**src/hw/rtl/pba_pkg.sv**
```systemverilog
`timescale 1ns / 1ps
`default_nettype none
package pba_pkg;

  localparam int MaxPagesDefault = 16;

  localparam int SizeW   = 25;
  localparam int LimitW  = 5;
  localparam int OffsetW = 29;
  localparam int StatusW = 2;
  localparam int PageNumW = 5;
  localparam int CfgIndexW = 2;

  localparam logic [SizeW-1:0]  BaseSizeReset  = 25'd1048576;
  localparam logic [SizeW-1:0]  PageSizeReset  = 25'd1048576;
  localparam logic [LimitW-1:0] PageLimitReset = 5'd16;

  typedef enum logic [CfgIndexW-1:0] {
    REG_BASE_REGION_SIZE = 2'd0,
    REG_PAGE_SIZE        = 2'd1,
    REG_PAGE_LIMIT       = 2'd2
  } cfg_reg_t;

  typedef enum logic [StatusW-1:0] {
    STATUS_GRANTED   = 2'd0,
    STATUS_OVERSIZE  = 2'd1,
    STATUS_EXHAUSTED = 2'd2
  } status_t;

endpackage
`default_nettype wire

```
**src/hw/rtl/paged_bump_allocator.sv**
```systemverilog
`timescale 1ns / 1ps
`default_nettype none
// Paged bump allocator. A request is taken when start is high and busy is low;
// its result appears for exactly one cycle with done high, and the receiver
// cannot stall it. A request that is oversized or fits the base region returns
// from the CHECK state. Otherwise the fill counters of the opened pages are
// read one per cycle from the page fill memory until one fits; if none fits, a
// new page is opened, or exhaustion is returned once the page limit is reached.
// The scan covers at most MAX_PAGES pages; the single read port of that memory
// sets its pace. Register writes take effect at once and keep all fills; write
// only while busy is low.
module paged_bump_allocator #(
  parameter int MAX_PAGES = pba_pkg::MaxPagesDefault
) (
  input  wire logic                          clk,
  input  wire logic                          rst,
  input  wire logic                          start,
  output logic                               busy,
  input  wire logic [pba_pkg::SizeW-1:0]     request_size,
  input  wire logic                          cfg_write,
  input  wire logic [pba_pkg::CfgIndexW-1:0] cfg_index,
  input  wire logic [pba_pkg::SizeW-1:0]     cfg_data,
  output logic                               done,
  output logic [pba_pkg::OffsetW-1:0]        offset,
  output logic [pba_pkg::SizeW-1:0]          granted_size,
  output logic [pba_pkg::StatusW-1:0]        status,
  output logic [pba_pkg::PageNumW-1:0]       page_number,
  output logic                               first_touch
);
  import pba_pkg::*;

  localparam int IW = (MAX_PAGES > 1) ? $clog2(MAX_PAGES) : 1;
  localparam int CW = $clog2(MAX_PAGES + 1);
  localparam int LW = (CW > LimitW) ? CW : LimitW;
  localparam int PW = IW + SizeW;
  localparam int SW = (PW + 2 > OffsetW) ? PW + 2 : OffsetW;

  typedef enum logic [2:0] {
    IDLE, CHECK, SCAN, MULT, FINISH
  } state_t;

  state_t state;

  logic [SizeW-1:0]  base_region_size;
  logic [SizeW-1:0]  page_size;
  logic [LimitW-1:0] page_limit;

  logic [SizeW-1:0]  base_fill;
  logic [CW-1:0]     pages_open;
  logic [MAX_PAGES:0] page_touched;

  logic [SizeW-1:0]  req;
  logic [IW-1:0]     idx;
  logic [SizeW-1:0]  fill;
  logic [PW-1:0]     prod;

  logic [SizeW-1:0]  fill_mem [MAX_PAGES];
  logic [IW-1:0]     rd_addr;
  logic [SizeW-1:0]  rd_data;

  logic              base_fits;
  logic              page_fits;
  logic              more_pages;
  logic              limit_hit;
  logic [LW-1:0]     limit_eff;
  logic [CW-1:0]     page_sel;
  logic [SW-1:0]     offset_sum;

  assign busy = (state != IDLE);

  assign base_fits = ({1'b0, base_fill} + {1'b0, req}) <= {1'b0, base_region_size};
  assign page_fits = ({1'b0, rd_data} + {1'b0, req}) <= {1'b0, page_size};
  assign more_pages = (CW'(idx) + CW'(1)) < pages_open;
  assign limit_eff = (LW'(page_limit) > LW'(MAX_PAGES)) ? LW'(MAX_PAGES) : LW'(page_limit);
  assign limit_hit = LW'(pages_open) >= limit_eff;
  assign page_sel = CW'(idx) + CW'(1);
  assign offset_sum = SW'(base_region_size) + SW'(prod) + SW'(fill);
  assign rd_addr = (state == SCAN) ? idx + IW'(1) : '0;

  always_ff @(posedge clk) begin
    rd_data <= fill_mem[rd_addr];
    if (state == FINISH) begin
      fill_mem[idx] <= fill + req;
    end
  end

  always_ff @(posedge clk) begin
    if (rst) begin
      base_region_size <= BaseSizeReset;
      page_size        <= PageSizeReset;
      page_limit       <= PageLimitReset;
    end else if (cfg_write) begin
      unique case (cfg_index)
        REG_BASE_REGION_SIZE: base_region_size <= cfg_data;
        REG_PAGE_SIZE:        page_size        <= cfg_data;
        REG_PAGE_LIMIT:       page_limit       <= cfg_data[LimitW-1:0];
        default: ;
      endcase
    end
  end

  always_ff @(posedge clk) begin
    if (rst) begin
      state        <= IDLE;
      base_fill    <= SizeW'(1);
      pages_open   <= '0;
      page_touched <= '0;
      done         <= 1'b0;
    end else begin
      done <= 1'b0;
      unique case (state)
        IDLE: begin
          if (start) begin
            req   <= request_size;
            state <= CHECK;
          end
        end
        CHECK: begin
          idx <= '0;
          if (req > page_size) begin
            done         <= 1'b1;
            offset       <= '0;
            granted_size <= req;
            status       <= STATUS_OVERSIZE;
            page_number  <= '0;
            first_touch  <= 1'b0;
            state        <= IDLE;
          end else if (base_fits) begin
            done         <= 1'b1;
            offset       <= OffsetW'(base_fill);
            granted_size <= req;
            status       <= STATUS_GRANTED;
            page_number  <= '0;
            first_touch  <= !page_touched[0];
            page_touched[0] <= 1'b1;
            base_fill    <= base_fill + req;
            state        <= IDLE;
          end else if (pages_open == '0) begin
            if (limit_hit) begin
              done         <= 1'b1;
              offset       <= '0;
              granted_size <= '0;
              status       <= STATUS_EXHAUSTED;
              page_number  <= '0;
              first_touch  <= 1'b0;
              state        <= IDLE;
            end else begin
              fill       <= '0;
              pages_open <= pages_open + CW'(1);
              state      <= MULT;
            end
          end else begin
            state <= SCAN;
          end
        end
        SCAN: begin
          priority if (page_fits) begin
            fill  <= rd_data;
            state <= MULT;
          end else if (more_pages) begin
            idx <= idx + IW'(1);
          end else if (limit_hit) begin
            done         <= 1'b1;
            offset       <= '0;
            granted_size <= '0;
            status       <= STATUS_EXHAUSTED;
            page_number  <= '0;
            first_touch  <= 1'b0;
            state        <= IDLE;
          end else begin
            idx        <= IW'(pages_open);
            fill       <= '0;
            pages_open <= pages_open + CW'(1);
            state      <= MULT;
          end
        end
        MULT: begin
          prod  <= PW'(idx) * PW'(page_size);
          state <= FINISH;
        end
        FINISH: begin
          done         <= 1'b1;
          offset       <= offset_sum[OffsetW-1:0];
          granted_size <= req;
          status       <= STATUS_GRANTED;
          page_number  <= PageNumW'(32'(page_sel));
          first_touch  <= !page_touched[page_sel];
          page_touched[page_sel] <= 1'b1;
          state        <= IDLE;
        end
        default: state <= IDLE;
      endcase
    end
  end

endmodule
`default_nettype wire
```
**config.mk**
```make
export PLATFORM = sky130hd
export DESIGN_NAME = paged_bump_allocator
export DESIGN_NICKNAME = d
export VERILOG_FILES = /design/src/hw/rtl/pba_pkg.sv /design/src/hw/rtl/paged_bump_allocator.sv
export SDC_FILE = /design/constraint.sdc
export NUM_CORES = 2
export LEC_CHECK = 0
export BUFFER_PORTS_ARGS = -buffer_cell sky130_fd_sc_hd__buf_2
export CAP_MARGIN = 0
export CORE_UTILIZATION = 30
export DETAILED_ROUTE_END_ITERATION = 10
export PLACE_DENSITY = 0.45
export SLEW_MARGIN = 20
export SYNTH_ARGS = -nofsm -noshare
export SYNTH_HDL_FRONTEND = slang
export SYNTH_SLANG_ARGS = --single-unit
```
**constraint.sdc**
```tcl
create_clock -name clk -period 18.6 [get_ports clk]
set_clock_uncertainty 0.1 [all_clocks]
set_input_delay 1.86 -clock clk [delete_from_list [all_inputs] [get_ports clk]]
set_output_delay 1.86 -clock clk [all_outputs]
set_load 0.01 [all_outputs]
```
After elaboration in Yosys (flattened, before gate mapping) --
Memories as Yosys holds them, arrays and structs flattened. A register that Yosys moved wholly into a read port is not among the register bits. Index checks and enable logic that the tools add are counted.
Word-level totals: register bits 251, bits in latches 0, bits in writable memories 400, ROM bits 0, bits of input ports 56, output and inout port bits 64, word-level logic and storage cells 157, memories 1
Memory list:
- fill_mem | depth 16, width 25, read ports 1, clocked after Yosys merged registers in 1, wr ports 1, RTL line paged_bump_allocator.sv:57 | logic [SizeW-1:0] fill_mem [MAX_PAGES];
Operators by class: add/sub/neg operators 9, multipliers 1, divide/modulo/power cells 0, order comparisons 8, equal/unequal tests 16, shift operators 0, muxes and demuxes 79, bitwise gates (word level) 3, reductions and logical operators 22
Operators with widths (number):
- $mux 25 | 12
- $mux 29 | 6
- $pmux 29 s3 | 1
- $pmux 25 s3 | 1
- $mux 5 | 13
- $add 25x25->26 | 2
- $le 26x25->1 | 2
- $add 25x25->25 | 2
- $pmux 25 s2 | 1
- $add 25x29->29 | 1
- $add 29x25->29 | 1
- $mul 4x25->29 | 1
- $gt 25x25->1 | 1
- $mux 1 | 18
- $or 17x17->17 | 1
- $mux 2 | 8
- $mux 4 | 4
- $mux 3 | 5
- $pmux 5 s3 | 1
- $ne 2x2->1 const B | 7
- $pmux 3 s4 | 1
- $reduce_and 6->1 | 2
- $pmux 5 s2 | 1
- $reduce_and 2->1 | 5
- other kinds (32) | 41

Depth between registers and ports, before layout --
word-level depth 8, depth in mapped cells 24, depth with buffers taken out 22

Worst setup path before layout --
No wires, ideal clock.
path type reg-to-reg, start register req[1], end register first_touch (enable), library setup time 0.635 ns, data arrival time 9.715 ns, data required time 17.865 ns, path slack 8.150 ns, stages on the path, launching flop included 21, buffers on the path 1, clock period less this slack 10.450 ns, cell sequence edfxtp_1 -> inv_1 -> fa_1 -> nor2b_1 -> o21a_1 -> o21ai_0 -> a211oi_1 -> o2111ai_1 -> a31oi_1 -> o311ai_1 -> mux2i_1 -> and3_1 -> ha_1 -> nand3_1 -> o221ai_1 -> mux2_4 -> o21ai_2 -> nand3_2 -> nor2_1 -> buf_2 -> nor4_1
On the way: cells in the longest elaborated chain, start to end 4, elaborated cells on any way between the ends 8, those cells by class 2 x add/sub; 3 x order compare; 2 x eq/ne; 1 x reduce/logical
Ends and longest elaborated chain:
- from (decl) | RTL line paged_bump_allocator.sv:52 | logic [SizeW-1:0] req;
- from (signal assigned) | RTL line paged_bump_allocator.sv:114 | req <= request_size;
- $add 25x25->26 (on tied branches) | RTL line paged_bump_allocator.sv:71, paged_bump_allocator.sv:72
- $le 26x25->1 (on tied branches) | RTL line paged_bump_allocator.sv:71, paged_bump_allocator.sv:72
- $ne 4x4->1 (no source line) / $ne 2x2->1 (equally long branches)
- $reduce_and 5->1 (no source line) *
- to (signal assigned) | RTL line paged_bump_allocator.sv:134 | first_touch <= !page_touched[0];
- to (signal assigned) | RTL line paged_bump_allocator.sv:187 | first_touch <= !page_touched[page_sel];
- to (decl) | RTL line paged_bump_allocator.sv:28 | output logic first_touch
Mark *: on every way between the ends. The rest lies on a longest branch, timed or not. A chain may end at the register's enable or synchronous reset.

Worst setup path in the final report --
start register req[0], end register first_touch (data pin)
On the way: cells in the longest elaborated chain, start to end 5, elaborated cells on any way between the ends 6, those cells by class 1 x add/sub; 2 x order compare; 3 x mux
Ends and longest elaborated chain:
- $add 25x25->26 | RTL line paged_bump_allocator.sv:71 | assign base_fits = ({1'b0, base_fill} + {1'b0, req}) <= {1'b0, base_region_size};
- $le 26x25->1 | RTL line paged_bump_allocator.sv:71
- $mux 1 | RTL line paged_bump_allocator.sv:128 | end else if (base_fits) begin
- $mux 1 * | RTL line paged_bump_allocator.sv:120 | if (req > page_size) begin
- $pmux 1 s3 * | RTL line paged_bump_allocator.sv:111 | unique case (state)
Marked as above.

==> impl_results.md <==
- Worst VDD drop: 0.0754 mV
- Number of global-route vias before repair: 25.6k
- # port buffers: 119
- Met1 wire length: 53.2 mm
- Int Pwr: 2.74 mW
- Fin area: 0.0414 sq mm
- Combinational Power Share: 11.9%
- Data required, critical path: 19.02 ns
- Skew-Pair Late Insertion Delay: 0.66 ns
- H-tree depth: 3
- Compound-cell area share of the yosys netlist: 12.8%
- CP Capture Type: register
- Clock-pin slew on the worst setup and hold paths: 0.06 ns
- Rows: 126
- CP Launch Type: register
- Final period util: 35.5%
- Die W: 348 um
- Synth Area per Inst: 10.7 sq um
- P per Cell Area: 89.8 mW/mm^2
- Final max-slew violation count: 0
- Hold Buf Count CTS: 0
- Post-Synth Simple-Gate Area: 14.3%
- WHS Path Cells: 1
- Adder-Cell Fraction of Synth Area: 12.0%
- XOR/XNOR share of the synthesized area: 2.53%
- Mapped Area: 0.0360 sq mm
- Synthesized flop and latch total: 676
- Routed wire per std cell: 22.9 um
- Resize count post-CTS: 0
- Area Overhead vs Synth: 15.0%
- Core area: 0.118 sq mm
- Utilization after layout: 34.9%
- HP Class: register to register
- Max-Cap Viols: 0
- Die height: 348 um
- GP Congestion: 0.907
- Vias: 26.0k
- Metal2 WL: 57.0 mm
- HPWL Detailed: 79.9 mm
- # IOs: 120
- Initial antenna violation count: 7
- Gr usage total: 19.2%
- Main combinational cell family by area after synthesis: simple AND/OR/NAND/NOR gates
- Ys async rst share: 0%
- Total CTS buffers: 80
- Critical path class: register to register
- Seq/Total Area, Yosys: 52.8%
- Synth warn: 0
- Multi-input combinational cell area: 0.0161 sq mm
- Top_reg_cell synth: edfxtp_1
- Placed instance area: 0.0388 sq mm
- Clock Tree Buf Depth: 3
- Dominant cell type by area after synthesis: edfxtp_1
- Post-route ant nets: 0
- Mux contribution to synthesized area: 2.39%
- DR iter-0 viols: 1712
- First-pass DRT Iterations: 5
- CTS tree: built
- Post-synth EDFFs: 545
- Worst Path Max Fanout: 52
- Post-CTS Setup Inserts: 0
- Hold_ws: 0.362 ns
- Largest net degree at the start of global routing: 77
- Wirelength, routed: 118 mm
- Die Area: 0.121 sq mm
- Final hold vios: 0
- Total clock sinks: 676
- Worst reg2reg path depth: 21
- Root buffer cell: clkbuf_16
- Unrepaired setup endpoints after global routing: no
- Synth area leaders: edfxtp_1 (46%), ha_1 (7.8%), dfxtp_1 (7.3%), nand2_1 (6.7%), fa_1 (4.2%)
- Worst-Margin Slew: 1.11 ns
- Total grt overflow: 0
- Flop pwr share: 46.3%
- Post-synth cell types: 81
- Reg area: 0.0190 sq mm
- Minimum clock period: 6.61 ns
- Via density: 5.05
- Syn Inst Count: 3350
- Max Freq: 151 MHz
- Net Count, Synth: 3706
- First-pass GRT wire length: 173 mm
- Starting Density: 30.4%
- # setup viols final: 0
- Post-layout nets: 3838
- Setup_tns: 0 ns
- Clock power frac: 41.8%
- Status: finished clean
- Switching portion of total power: 26.3%
- Rel. slew slack: 25.8%
- Synth top area share: 45.5%
- DRC violations left: 0
- Met3 routed WL: 4.49 mm
- Fill cell count: 11.9k
- Share of post-route cells with drive strength above 1: 10.5%
- Worst path arrival time: 7.03 ns
- DR top layer: met4
- Leakage: 15.7 nW
- Psw: 0.976 mW
[sequential cells by signal (all words and copies together), names as in the netlist, 17 cells and up]
register and flops:
offset 29, fill 25, req 25, fill_mem 400
page_size 25, rd_data 25, granted_size 25, base_fill 25
page_touched 17, base_region_size 25, prod 29
[cells by family (layout without fill, tap and decap cells)]
family,count (synthesis),after routing
muxes,80,80
adders and majority gates,300,300
buffers and inverters,297,490
and+or+nand+nor,1183,1183
AOI/OAI and AO/OA,710,710
other,0,3
xor gates and xnor gates,104,104
DFF,676,676
[worst max-delay path, stage by stage, from the launching register on]
cell      delay (ns)
edfxtp_1        0.47
ha_1            0.28
fa_1            0.43
a21o_1          0.19
a21o_1          0.22
a21oi_1         0.25
o21ai_0         0.37
a21oi_1         0.30
o21bai_1        0.10
xor2_1          0.17
ha_1            0.31
nand3_1         0.10
nor4_1          0.65
o21ai_0         0.25
a21oi_1         0.42
o31ai_1         0.20
a31oi_1         0.34
o21ai_4         0.07
buf_4           0.28
nor2_4          0.15
buf_4           0.42
a221o_1         0.25
[per-stage QoR]
stage	setup slack, ns	total power, mW	instances
5_1_grt	11.64	3.86	5143
4_1_cts	11.83	3.76	5142
3_5_place_dp	11.87	2.20	4999
2_1_floorplan	8.15	2.03	3350
6_report	11.99	3.72	5146
3_3_place_gp	11.90	2.20	4998
[power groups by stage]
stage          registers (mW)  clock network (mW)  logic, mW
2_1_floorplan            1.74                   0      0.283
3_3_place_gp             1.75                   0      0.443
3_5_place_dp             1.75                   0      0.445
4_1_cts                  1.72                1.60      0.447
5_1_grt                  1.72                1.64      0.493
6_report                 1.72                1.55      0.444
[layout by cell type, fill, tap and decap left out, types with 63 or more instances in the layout]
cell and instances:
nand2_1 638, edfxtp_1 545, ha_1 225, a21oi_1 220
nor2_1 196, inv_1 145, dfxtp_1 131, nand3_1 128
buf_2 118, o21ai_0 112, clkbuf_16 81, buf_4 79
fa_1 75, mux2i_1 71, xnor2_1 68, a31oi_1 63
[worst paths after layout]
path                     from  slack [ns]               end
min reg2reg  page_touched[16]        0.36  page_touched[16]
max                    req[0]       11.99       first_touch
max reg2reg            req[0]       11.99       first_touch
min          page_touched[16]        0.36  page_touched[16]
[synth_stat cells (71+ instances only)]
| master | instances |
|---|---|
| nand2_1 | 642 |
| edfxtp_1 | 545 |
| ha_1 | 225 |
| a21oi_1 | 221 |
| nor2_1 | 209 |
| inv_1 | 146 |
| dfxtp_1 | 131 |
| nand3_1 | 128 |
| clkbuf_1 | 120 |
| o21ai_0 | 112 |
| fa_1 | 75 |
| mux2i_1 | 71 |
| xnor2_1 | 71 |
[layer usage]
layer  up-vias  GRT usage (%)
met5         -              0
met2       522           32.7
met3       139           2.52
li1      12400              -
met4         0           5.92
met1     12900           25.4
[cell type report]
type,count,share of cell area [%]
inverter,148,1.34
clock buffer,106,5.25
timing repair buffer,199,2.96
clock inverter,37,0.895
sequential,676,45.9
multi-input combinational,2377,38.8
antenna,3,0.0181
tap,1600,4.84
Power figures use the tool's default switching activity.
